==> src/sv/bbc_pkg.sv <==
// ----------------------------------------------------------------------------
// bbc_pkg: shared types and constants for the bracket balance checker
// Request and status codes, bracket codes, sizes and the classified-beat type.
// ----------------------------------------------------------------------------
`default_nettype none

package bbc_pkg;

  // Bracket stack depth and derived widths
  localparam int STACK_DEPTH = 64;
  localparam int CNT_W       = $clog2(STACK_DEPTH + 1);
  localparam int ADDR_W      = $clog2(STACK_DEPTH);

  // Line counter, saturating
  localparam int LINE_BITS = 24;
  localparam logic [LINE_BITS-1:0] LINE_MAX = '1;

  // Front-to-back queue (power of two)
  localparam int QUEUE_DEPTH = 2;
  localparam int QPTR_W      = $clog2(QUEUE_DEPTH);

  // Request types
  localparam logic [1:0] REQ_CHAR = 2'd0;
  localparam logic [1:0] REQ_EOL  = 2'd1;
  localparam logic [1:0] REQ_EOF  = 2'd2;

  // Result status codes
  localparam logic [2:0] ST_RUN      = 3'd0;
  localparam logic [2:0] ST_OK       = 3'd1;
  localparam logic [2:0] ST_NO_OPEN  = 3'd2;
  localparam logic [2:0] ST_MISMATCH = 3'd3;
  localparam logic [2:0] ST_UNCLOSED = 3'd4;
  localparam logic [2:0] ST_OVERFLOW = 3'd5;

  // Bracket kind codes held on the stack
  localparam logic [1:0] BR_CURLY  = 2'd0;
  localparam logic [1:0] BR_SQUARE = 2'd1;
  localparam logic [1:0] BR_PAREN  = 2'd2;

  // Characters of interest
  localparam logic [7:0] CH_LBRACE = 8'h7B;
  localparam logic [7:0] CH_LBRACK = 8'h5B;
  localparam logic [7:0] CH_LPAREN = 8'h28;
  localparam logic [7:0] CH_RBRACE = 8'h7D;
  localparam logic [7:0] CH_RBRACK = 8'h5D;
  localparam logic [7:0] CH_RPAREN = 8'h29;
  localparam logic [7:0] CH_SLASH  = 8'h2F;
  localparam logic [7:0] CH_STAR   = 8'h2A;
  localparam logic [7:0] CH_QUOTE  = 8'h22;

  // One classified beat as it travels from front to back
  typedef struct packed {
    logic [1:0] req;
    logic       is_quote;
    logic       is_slash;
    logic       is_star;
    logic       is_open;
    logic       is_close;
    logic [1:0] code;
  } bbc_item_t;

  function automatic logic [7:0] closer_char(input logic [1:0] code);
    logic [7:0] c;
    case (code)
      BR_CURLY:  c = CH_RBRACE;
      BR_SQUARE: c = CH_RBRACK;
      BR_PAREN:  c = CH_RPAREN;
      default:   c = CH_RBRACE;
    endcase
    return c;
  endfunction

endpackage

`default_nettype wire

==> src/sv/bbc_back.sv <==
// ----------------------------------------------------------------------------
// bbc_back: comment/quote tracking, bracket stack and result register
// Executes one classified beat per cycle unless stalled; one result per beat.
// ----------------------------------------------------------------------------
`default_nettype none

module bbc_back (
  input  wire logic                            clk,
  input  wire logic                            rst,
  input  wire logic                            q_valid,
  input  wire bbc_pkg::bbc_item_t              item,
  output logic                                 q_pop,
  output logic                                 out_valid,
  input  wire logic                            out_ready,
  output logic [2:0]                           status,
  output logic [7:0]                           expected_char,
  output logic [7:0]                           found_char,
  output logic [bbc_pkg::LINE_BITS-1:0]        line_number
);

  // Stack: top two entries in flops, the rest in a memory
  logic [bbc_pkg::CNT_W-1:0]     count, count_next;
  logic [1:0]                    top_code, top_next;
  logic [1:0]                    below_code, below_next;
  logic [1:0]                    mem [bbc_pkg::STACK_DEPTH];
  logic [1:0]                    mem_rd;
  logic [1:0]                    fwd_data;
  logic                          fwd_hit;
  logic                          mem_we;
  logic [bbc_pkg::ADDR_W-1:0]    wr_addr, rd_addr;
  logic [bbc_pkg::CNT_W-1:0]     cnt_m2, cnt_m3;
  logic [1:0]                    below_src;

  // Scanner state
  logic                          prev_slash, prev_slash_next;
  logic                          prev_star, prev_star_next;
  logic                          lc, lc_next;
  logic                          qa, qa_next;
  logic                          bc, bc_next;
  logic                          lc_mid, qa_mid, bc_mid;
  logic                          live;
  logic [2:0]                    err, err_next;
  logic [7:0]                    lat_exp, lat_exp_next;
  logic [7:0]                    lat_fnd, lat_fnd_next;
  logic [bbc_pkg::LINE_BITS-1:0] line_cnt, line_cnt_next;

  // Result fields for the beat being executed
  logic [2:0]                    res_status;
  logic [7:0]                    res_exp, res_fnd;
  logic [bbc_pkg::LINE_BITS-1:0] res_line;

  logic stack_full, stack_empty;

  assign q_pop       = q_valid && (!out_valid || out_ready);
  assign stack_full  = (count == bbc_pkg::CNT_W'(bbc_pkg::STACK_DEPTH));
  assign stack_empty = (count == '0);
  assign cnt_m2      = count - bbc_pkg::CNT_W'(2);
  assign cnt_m3      = count_next - bbc_pkg::CNT_W'(3);
  assign wr_addr     = cnt_m2[bbc_pkg::ADDR_W-1:0];
  assign rd_addr     = cnt_m3[bbc_pkg::ADDR_W-1:0];
  assign below_src   = fwd_hit ? fwd_data : mem_rd;

  // Comment and quote flags after this character
  always_comb begin
    qa_mid = qa;
    lc_mid = lc;
    bc_mid = bc;
    if (item.is_quote && !lc && !bc) begin
      qa_mid = !qa;
    end else if (!qa && !lc && !bc && prev_slash && item.is_slash) begin
      lc_mid = 1'b1;
    end else if (!qa && !lc && !bc && prev_slash && item.is_star) begin
      bc_mid = 1'b1;
    end else if (bc && prev_star && item.is_slash) begin
      bc_mid = 1'b0;
    end
  end

  assign live = !qa_mid && !lc_mid && !bc_mid;

  always_comb begin
    count_next      = count;
    top_next        = top_code;
    below_next      = below_code;
    prev_slash_next = prev_slash;
    prev_star_next  = prev_star;
    lc_next         = lc;
    qa_next         = qa;
    bc_next         = bc;
    err_next        = err;
    lat_exp_next    = lat_exp;
    lat_fnd_next    = lat_fnd;
    line_cnt_next   = line_cnt;
    mem_we          = 1'b0;
    res_status      = bbc_pkg::ST_RUN;
    res_exp         = '0;
    res_fnd         = '0;
    res_line        = '0;
    if (q_pop) begin
      case (item.req)
        bbc_pkg::REQ_CHAR: begin
          if (err == bbc_pkg::ST_RUN) begin
            qa_next         = qa_mid;
            lc_next         = lc_mid;
            bc_next         = bc_mid;
            prev_slash_next = item.is_slash;
            prev_star_next  = item.is_star;
            if (live && item.is_open) begin
              if (stack_full) begin
                err_next = bbc_pkg::ST_OVERFLOW;
              end else begin
                mem_we     = (count >= bbc_pkg::CNT_W'(2));
                below_next = top_code;
                top_next   = item.code;
                count_next = count + 1'b1;
              end
            end else if (live && item.is_close) begin
              if (stack_empty) begin
                err_next     = bbc_pkg::ST_NO_OPEN;
                lat_fnd_next = bbc_pkg::closer_char(item.code);
              end else if (top_code == item.code) begin
                top_next   = below_code;
                below_next = below_src;
                count_next = count - 1'b1;
              end else begin
                err_next     = bbc_pkg::ST_MISMATCH;
                lat_exp_next = bbc_pkg::closer_char(top_code);
                lat_fnd_next = bbc_pkg::closer_char(item.code);
              end
            end
          end
        end
        bbc_pkg::REQ_EOL: begin
          if (err == bbc_pkg::ST_RUN) begin
            prev_slash_next = 1'b0;
            prev_star_next  = 1'b0;
            lc_next         = 1'b0;
            qa_next         = 1'b0;
            if (line_cnt != bbc_pkg::LINE_MAX) begin
              line_cnt_next = line_cnt + 1'b1;
            end
          end
        end
        bbc_pkg::REQ_EOF: begin
          res_line = line_cnt;
          if (err != bbc_pkg::ST_RUN) begin
            res_status = err;
            res_exp    = lat_exp;
            res_fnd    = lat_fnd;
          end else if (stack_empty) begin
            res_status = bbc_pkg::ST_OK;
            res_line   = '0;
          end else begin
            res_status = bbc_pkg::ST_UNCLOSED;
            res_exp    = bbc_pkg::closer_char(top_code);
          end
          // back to the reset state
          count_next      = '0;
          prev_slash_next = 1'b0;
          prev_star_next  = 1'b0;
          lc_next         = 1'b0;
          qa_next         = 1'b0;
          bc_next         = 1'b0;
          err_next        = bbc_pkg::ST_RUN;
          lat_exp_next    = '0;
          lat_fnd_next    = '0;
          line_cnt_next   = '0;
        end
        default: begin
        end
      endcase
    end
  end

  // Stack memory; read address tracks the entry under the below register.
  // A push writes exactly that entry, so the write data is forwarded.
  always_ff @(posedge clk) begin
    if (mem_we) begin
      mem[wr_addr] <= below_code;
    end
    mem_rd   <= mem[rd_addr];
    fwd_data <= below_code;
  end

  always_ff @(posedge clk) begin
    if (rst) begin
      fwd_hit <= 1'b0;
    end else begin
      fwd_hit <= mem_we && (wr_addr == rd_addr);
    end
  end

  always_ff @(posedge clk) begin
    top_code   <= top_next;
    below_code <= below_next;
  end

  always_ff @(posedge clk) begin
    if (rst) begin
      count      <= '0;
      prev_slash <= 1'b0;
      prev_star  <= 1'b0;
      lc         <= 1'b0;
      qa         <= 1'b0;
      bc         <= 1'b0;
      err        <= bbc_pkg::ST_RUN;
      lat_exp    <= '0;
      lat_fnd    <= '0;
      line_cnt   <= '0;
      out_valid  <= 1'b0;
    end else begin
      count      <= count_next;
      prev_slash <= prev_slash_next;
      prev_star  <= prev_star_next;
      lc         <= lc_next;
      qa         <= qa_next;
      bc         <= bc_next;
      err        <= err_next;
      lat_exp    <= lat_exp_next;
      lat_fnd    <= lat_fnd_next;
      line_cnt   <= line_cnt_next;
      if (q_pop) begin
        out_valid <= 1'b1;
      end else if (out_ready) begin
        out_valid <= 1'b0;
      end
    end
  end

  always_ff @(posedge clk) begin
    if (q_pop) begin
      status        <= res_status;
      expected_char <= res_exp;
      found_char    <= res_fnd;
      line_number   <= res_line;
    end
  end

endmodule

`default_nettype wire

==> config.mk <==
export PLATFORM = sky130hd
export DESIGN_NAME = bbc_back
export DESIGN_NICKNAME = d
export VERILOG_FILES = /design/src/sv/bbc_pkg.sv /design/src/sv/bbc_back.sv
export SDC_FILE = /design/constraint.sdc
export NUM_CORES = 1
export LEC_CHECK = 0
export BUFFER_PORTS_ARGS = -buffer_cell sky130_fd_sc_hd__buf_2
export CORE_UTILIZATION = 68
export CTS_BUF_LIST = sky130_fd_sc_hd__clkbuf_4 sky130_fd_sc_hd__clkbuf_8
export DETAILED_ROUTE_END_ITERATION = 10
export PLACE_DENSITY = 0.93
export SLEW_MARGIN = 20
export SYNTH_ARGS = -nofsm -noshare
export SYNTH_HDL_FRONTEND = slang
export SYNTH_SLANG_ARGS = --single-unit
==> constraint.sdc <==
create_clock -name clk -period 12.9 [get_ports clk]
set_input_delay 0.645 -clock clk [delete_from_list [all_inputs] [get_ports clk]]
set_output_delay 0.645 -clock clk [all_outputs]
set_load 0.005 [all_outputs]
======== Word-level counts from Yosys, hierarchy flattened ========
Memory sizes are Yosys's and may differ from the RTL's. A register that Yosys moved wholly into a read port is not among the register bits.
Cells that the tools add are included.
storage, ports and cells
  logic and storage cells ................. 166
  memories ................................ 1
  register bits after elaboration ......... 106
  input bits .............................. 13
  bits in writable memories ............... 128
operators by class
  equality and inequality tests ........... 23
  reductions and logical operators ........ 41
  muxes and demuxes ....................... 76
  magnitude comparators ................... 1
  add/subtract/negate cells ............... 5
memories
  name  words  bits a word  read ports  clocked after memory_dff  wr ports  RTL line        RTL
  mem   64     2            1           1                         1         bbc_back.sv:25  logic [1:0] mem [bbc_pkg::STACK_DEPTH];
operator list
  kind                   count
  $mux 24                4
  $mux 8                 12
  $mux 7                 7
  $pmux 24 s2            1
  $pmux 7 s2             3
  $pmux 8 s2             2
  $add 24x1->24 const B  1
  $mux 3                 8
  $ne 24x24->1 const B   1
  $mux 1                 22
  $mux 2                 11
  $ne 2x2->1 const B     8
  $logic_and 1x1->1      15
  $reduce_and 7->1       2
  $pmux 1 s3             4
  $reduce_and 6->1       2
  $sub 6x2->6 const B    2
  $reduce_bool 2->1      5
  $ne 3x3->1 const B     3
  $reduce_and 4->1       2
  $add 7x1->7 const B    1
  $eq 7x7->1 const B     1
  $ge 7x2->1 const B     1
  $logic_not 1->1        7
  other kinds (16)       21

======== Longest topological paths before layout ========
Gate-level depths: netlist (run 1).
  word-level depth ........................ 19
  depth in mapped cells ................... 20

======== Worst setup path after synthesis (run 1) ========
No wires, ideal clock.
  path type ............................... input to register
  start point ............................. input port out_ready
  end point ............................... register mem_rd[0], read port of mem
  buffers on the path ..................... 4
  setup time .............................. 0.117 ns
  setup slack ............................. 8.354 ns
  required time ........................... 12.783 ns
  cell stages on the path ................. 16
  arrival time ............................ 4.430 ns
  cell sequence ........................... nand2b_1 > nand2_1 > inv_1 > nand2_1 > a2bb2oi_1 > and2_1 > buf_6 > buf_2 > inv_1 > ha_1 > clkbuf_1 > clkbuf_1 > mux4_2 > a211oi_1 > a211oi_1 > a22o_1
on the way
  longest elaborated chain between the ends .. 4
ends and longest elaborated chain
  what                      RTL line        RTL
  start: declaration        bbc_back.sv:14  input wire logic out_ready,
  $logic_or 1x1->1          bbc_back.sv:54  assign q_pop = q_valid && (!out_valid || out_ready);
  $logic_and 1x1->1         bbc_back.sv:54
  net q_pop                 bbc_back.sv:12  output logic q_pop,
  $mux 7                    bbc_back.sv:99  if (q_pop) begin
  net count_next (one bit)  bbc_back.sv:22  logic [bbc_pkg::CNT_W-1:0] count, count_next;
  $sub 6x2->6               bbc_back.sv:58  assign cnt_m3 = count_next - bbc_pkg::CNT_W'(3);
  end: declaration          bbc_back.sv:26  logic [1:0] mem_rd;
The timed path passes the listed nets, and every way through them passes these cells.
A chain may end at the register's enable or synchronous reset.

======== Worst setup path after layout (run 1) ========
  start point ............................. register count[1] in the netlist's numbering
  end point ............................... register mem_rd[1], read port of mem
RTL lines
  what                      RTL line         RTL
  start: declaration        bbc_back.sv:22
  start signal: assignment  bbc_back.sv:212  count <= count_next;
  $logic_not 7->1           bbc_back.sv:56   assign stack_empty = (count == '0);
  $mux 7                    bbc_back.sv:118  if (stack_empty) begin
  $mux 7                    bbc_back.sv:117  end else if (live && item.is_close) begin
  $mux 7 (*)                bbc_back.sv:108  if (live && item.is_open) begin
  $mux 7 (*)                bbc_back.sv:102  if (err == bbc_pkg::ST_RUN) begin
  $pmux 7 s2 (*)            bbc_back.sv:100  case (item.req)
  $mux 7 (*)                bbc_back.sv:99
  net count_next (one bit)  bbc_back.sv:22
  $sub 6x2->6 (*)           bbc_back.sv:58
The timed path passes the listed nets; every way through them passes the cells marked *.

==> results.py, run 1 <==
metrics = {
    "sta": {
        "rsz0062_at_grt": "false",
        "final_max_slew_viol_count": 0,
        "fin_crit_ns": 5.09,
        "finalClockSkew_ns": 0.0304,
        "finalCritPeriodShare_pct": 39.5,
        "hold_viol_final": 0,
        "clock.fmax_mhz": 196,
        "tightestPinTransition_ns": 0.810,
        "setup_tns_ns": 0,
        "setup_violations": 0,
        "relSlewSlack_pct": 45.4,
    },
    "critical_path": {
        "reg2reg_to": "mem_rd[1]",
        "end_kind": "flip-flop",
        "worstRegToRegCells": 16,
        "path_class": "reg -> reg",
        "required_ns": 13.31,
        "crit_fanout": 34,
        "cp-start-kind": "flip-flop",
        "reg2reg_slack_ns": 7.81,
        "reg2reg_from": "count[1]",
        "cp.arrival_ns": 5.50,
    },
    "clocking": {
        "cts_made_buffers": 35,
        "insertion_delay_ns": 0.54,
        "clock-sinks": 216,
        "clk_pin_slew_worst_paths_ns": 0.06,
        "htreeDepth": 2,
        "cts_setup_buffers": 0,
        "ctsHoldBuffers": 0,
        "clk_path_buf_depth": 3,
        "cts_tree": "built",
        "root_buffer": "clkbuf_8",
        "cts_resized": 0,
    },
    "placed_design": {
        "port_buffers": 53,
        "place.gp.congestion": 0.909,
        "hpwl_um": 14300,
    },
    "cells_and_area": {
        "finalCoreUtilization_pct": 77.6,
        "drive_above_1_share_pct": 19.1,
        "num_antenna_cells": 0,
        "synthToLayoutAreaGrowth_pct": 10.5,
        "nNetsFinal": 867,
    },
    "routing": {
        "route.met2.wl_um": 11600,
        "highest_layer": "met4",
        "routed_wl_um": 22900,
        "ant_nets": 0,
        "drt_iter0_drc": 909,
        "first_pass_iters": 5,
        "wl_met3_um": 1990,
        "met1_length_um": 8440,
        "vias": 6807,
        "vias_per_cell": 6.50,
        "wl_per_cell_um": 21.9,
        "route.detailed.drc": 0,
    },
    "hold_path": {
        "hold-path-endpoint": "out_valid",
        "worstHoldPathCells": 3,
        "min_path_type": "in -> reg",
        "hp-start": "q_valid",
    },
    "power_and_ir_drop": {
        "power_density_nw_per_um2": 131,
        "leakagePower_nw": 3.77,
        "peakVddDrop_v": 0.000119,
    },
    "global_routing": {
        "grt.overflow.total": 0,
        "grt_pass1_wl_um": 35500,
        "track_usage_pct": 32.0,
        "grt_pass1_vias": 6810,
        "grt_max_degree": 67,
        "grt_antenna_before_repair": 0,
    },
    "synth": {
        "ys_warn_count": 0,
        "synth-seq-cells": 216,
        "synth_ff_type": "edfxtp_1",
        "async_flop_share_pct": 0,
        "avgSynthCellArea_um2": 12.7,
        "synth_edf_count": 165,
        "synth_commonest_cells": "edfxtp_1 (165), nor2_1 (133), dfxtp_1 (51)",
        "synth_cell_types": 71,
        "syn_area_um2": 9870,
        "synthCells": 780,
        "ys_seq_area_share_pct": 60.5,
        "netlist_top_cells_area": "edfxtp_1 (50%), dfxtp_1 (10%), mux4_2 (7.3%)",
        "synth_top_cell_area_share_pct": 50.2,
        "synth.largest_area_cell": "edfxtp_1",
        "yosysMostFrequentCell": "edfxtp_1",
    },
    "floorplanning": {
        "start_util_pct": 70.3,
        "die_h_um": 122,
        "core_area_um2": 14000,
        "ioPinCount": 58,
        "die-width_um": 122,
        "placementRows": 43,
        "dieArea_um2": 15000,
    },
    "status": {
        "status": "completed",
    },
    "run": {
        "drv_cap": 0,
    },
}
stage by stage:
stage               worst slack [ns]  power, mW  cells  hold WS (ns)  instance area, um2
finish                          7.81       1.43   1048         0.445               10900
global route                    7.44       1.47   1048         0.451               10900
CTS                             7.81       1.43   1048         0.425               10900
detailed placement              7.61      0.834    984         0.491               10200
global placement                7.91      0.831    984         0.439               10200
floorplan                       8.35      0.816    783         0.427                9880
flip-flops by register name (all words and copies together), names as in the netlist, 3 cells and up:
name / flops
line_number: 24
mem: 128
err: 3
found_char: 3
count: 7
lat_exp: 3
status: 3
lat_fnd: 3
line_cnt: 24
expected_char: 3
layer usage:
metal	global-route usage, %	vias up
li1	-	3000
met4	15.3	0
met1	39.3	3260
met5	0	-
met3	6.09	98
met2	54.5	449
placed cells by master, fill, tap and decap left out, types with 11 or more instances in the layout:
| cell | n |
|---|---|
| inv_1 | 20 |
| nor2_1 | 133 |
| nand2_1 | 45 |
| nand3_1 | 23 |
| clkbuf_8 | 36 |
| and2_1 | 31 |
| o21ai_0 | 14 |
| edfxtp_1 | 165 |
| xor2_1 | 15 |
| ha_1 | 13 |
| buf_2 | 53 |
| clkbuf_4 | 11 |
| a21oi_1 | 30 |
| mux2i_1 | 16 |
| dfxtp_1 | 51 |
| xnor2_1 | 21 |
| mux4_2 | 32 |
cell type report:
type                    instances  area [um2]
repair buffers                 59         310
inverters                      21        78.8
clock inverters                17         136
well taps                     180         225
multi-input cells             508        3600
clock buffers                  47         578
flip-flops and latches        216        5980
fillers                       807        3140
power by group:
group	switching [mW]	internal [mW]
sequential	0.00403	0.750
combinational	0.0424	0.0257
clock	0.273	0.335
total	0.319	1.11
critical path: stages (launching register included):
cell and delay, ns:
dfxtp_1 0.50, inv_1 0.19, ha_1 0.28, nor3b_2 0.20, and2_1 0.26, o31a_1 0.31, o211ai_1 0.23, and2_2 0.19
buf_4 0.52, inv_1 0.10, ha_1 0.67, buf_4 0.40, mux4_2 0.35, o21a_1 0.13, a211oi_1 0.35, a211o_1 0.17
o22ai_2 0.07
cell families (layout without fill, tap and decap cells):
kind of cell	count (synthesis)	after routing	synth area share, %
AOI/OAI and AO/OA	109	109	7.73
buffers and inverters	59	144	3.13
adders and majority gates	13	13	1.65
DFF	216	216	60.5
muxes	49	49	9.04
other	1	4	0.0380
and+or+nand+nor	296	296	14.5
xor gates and xnor gates	37	37	3.36
worst max-delay path by stage:
stage | from | to | slack [ns]
4_1_cts | count[1] | mem_rd[0] | 7.81
6_report | count[1] | mem_rd[1] | 7.81
2_1_floorplan | out_ready | mem_rd[0] | 8.35
3_5_place_dp | item[7] | mem_rd[0] | 7.61
5_1_grt | count[1] | mem_rd[0] | 7.44
3_3_place_gp | item[7] | mem_rd[0] | 7.91
Note: power is estimated with default switching activity, not from simulation.
==> run 2, diff against run 1 <==
- CORE_UTILIZATION: 68 -> 63
- PLACE_DENSITY: 0.93 -> 0.87
- clock period: 12.9 -> 4.88 ns (I/O delays scaled with it)
==> run 2 against run 1 <==
Register-to-register slack got worse by 7.1 ns. Flip-flop and latch count unchanged. Setup slack got worse by 7.1 ns. Critical path depth decreased by 2. Via count decreased by 4.0%. Core utilization decreased by 5.4 points. Power increased to 2.7 times the previous value. Combinational power increased to 2.6 times the previous value. Critical path type unchanged. Largest cell class unchanged. Highest routed layer unchanged.
==> results.py, run 2 (synthesized netlist as in run 1, its figures left out) <==
metrics = {
    "status": {
        "status": "completed",
    },
    "sta": {
        "whs_ns": 0.0591,
        "fin_crit_ns": 4.14,
        "final_max_slew_viol_count": 0,
        "hold_viol_final": 0,
        "clock.fmax_mhz": 241,
        "finalCritPeriodShare_pct": 84.9,
        "tightestPinTransition_ns": 0.716,
        "setup_violations": 0,
        "finalClockSkew_ns": 0.0210,
        "worst_slack_ns": 0.738,
        "relSlewSlack_pct": 52.3,
        "setup_tns_ns": 0,
        "rsz0062_at_grt": "false",
    },
    "routing": {
        "drt_iter0_drc": 574,
        "ant_nets": 0,
        "vias": 6532,
        "routed_wl_um": 20900,
        "wl_per_cell_um": 19.3,
        "vias_per_cell": 6.04,
        "first_pass_iters": 7,
        "route.detailed.drc": 0,
    },
    "placed_design": {
        "place.gp.congestion": 0.879,
        "hpwl_um": 14000,
        "place_ws_ns": 0.751,
        "dp.cells": 1017,
        "port_buffers": 53,
        "post_dp_cell_area_um2": 10200,
    },
    "cells_and_area": {
        "num_antenna_cells": 0,
        "final_cell_mix": "edfxtp_1 (165), nor2_1 (133), buf_2 (53)",
        "largest_registers": "mem: 128 flops, line_cnt: 24 flops, line_number: 24 flops",
        "top_register": "mem",
        "finalCoreUtilization_pct": 72.2,
        "drive_above_1_share_pct": 20.0,
        "mostFrequentLayoutCell": "edfxtp_1",
        "largest_reg_flops": 128,
        "nNetsFinal": 870,
        "stdcell_area_um2": 11000,
        "stdcell_count": 1082,
        "synthToLayoutAreaGrowth_pct": 11.6,
    },
    "critical_path": {
        "cp-start-kind": "flip-flop",
        "crit_fanout": 16,
        "path_class": "reg -> reg",
        "required_ns": 5.29,
        "cp.arrival_ns": 4.55,
        "end_kind": "flip-flop",
    },
    "power_and_ir_drop": {
        "leakagePower_nw": 3.82,
        "peakVddDrop_v": 0.000339,
        "total_power_mw": 3.88,
        "power_density_nw_per_um2": 352,
    },
    "floorplanning": {
        "core_area_um2": 15300,
        "die_h_um": 127,
        "ioPinCount": 58,
        "dieArea_um2": 16200,
        "placementRows": 45,
        "start_util_pct": 64.7,
        "die-width_um": 127,
    },
    "hold_path": {
        "min_path_type": "in -> reg",
    },
    "clocking": {
        "ctsHoldBuffers": 0,
        "root_buffer": "clkbuf_8",
        "cts_resized": 0,
        "cts_tree": "built",
        "htreeDepth": 2,
        "cts_made_buffers": 36,
        "clock-sinks": 216,
        "insertion_delay_ns": 0.52,
        "clk_path_buf_depth": 3,
        "cts_setup_buffers": 0,
        "clk_pin_slew_worst_paths_ns": 0.06,
    },
    "global_routing": {
        "track_usage_pct": 26.9,
        "grt_pass1_wl_um": 33500,
        "grt.overflow.total": 0,
        "grt_pass1_vias": 6689,
        "grt_antenna_before_repair": 0,
        "grt_max_degree": 67,
    },
    "run": {
        "drv_cap": 0,
    },
}
## run 2: where the power goes
part           internal [mW]  switching, mW  total, mW  leakage [nW]
combinational         0.0688          0.109      0.178          1.48
clock                   1.00          0.705       1.71         0.416
sequential              1.98        0.00919       1.99          1.93
## run 2: cell type report
class	count	area, um2
fillers	985	4240
multi-input cells	508	3600
repair buffers	61	325
inverters	21	78.8
clock buffers	52	634
clock inverters	13	144
flip-flops and latches	216	5980
well taps	211	264
## run 2: worst paths after layout
path,slack [ns],end,depth (start not counted),start
max,0.74,mem_rd[0],14,count[1]
min,0.06,out_valid,3,q_valid
max reg2reg,0.74,mem_rd[0],14,count[1]
min reg2reg,0.50,lat_fnd[5],2,lat_fnd[5]
## run 2: worst max-delay path: stages (launching register included)
cell and delay, ns:
dfxtp_1 0.51, inv_1 0.17, ha_1 0.27, nor3b_2 0.19, and2_1 0.26, o31a_1 0.30, o211ai_1 0.21, and2_2 0.19
inv_1 0.04, ha_1 0.74, buf_4 0.32, mux4_2 0.34, mux2i_1 0.15, a22oi_1 0.11, a22o_1 0.24
## run 2: routing by layer
layer	part of all wire (%)	track usage, %	up-vias
li1	-	-	3004
met1	40	33.1	3186
met5	0	0	-
met3	6.1	4.98	54
met4	3.0	11.2	0
met2	51	46.9	288
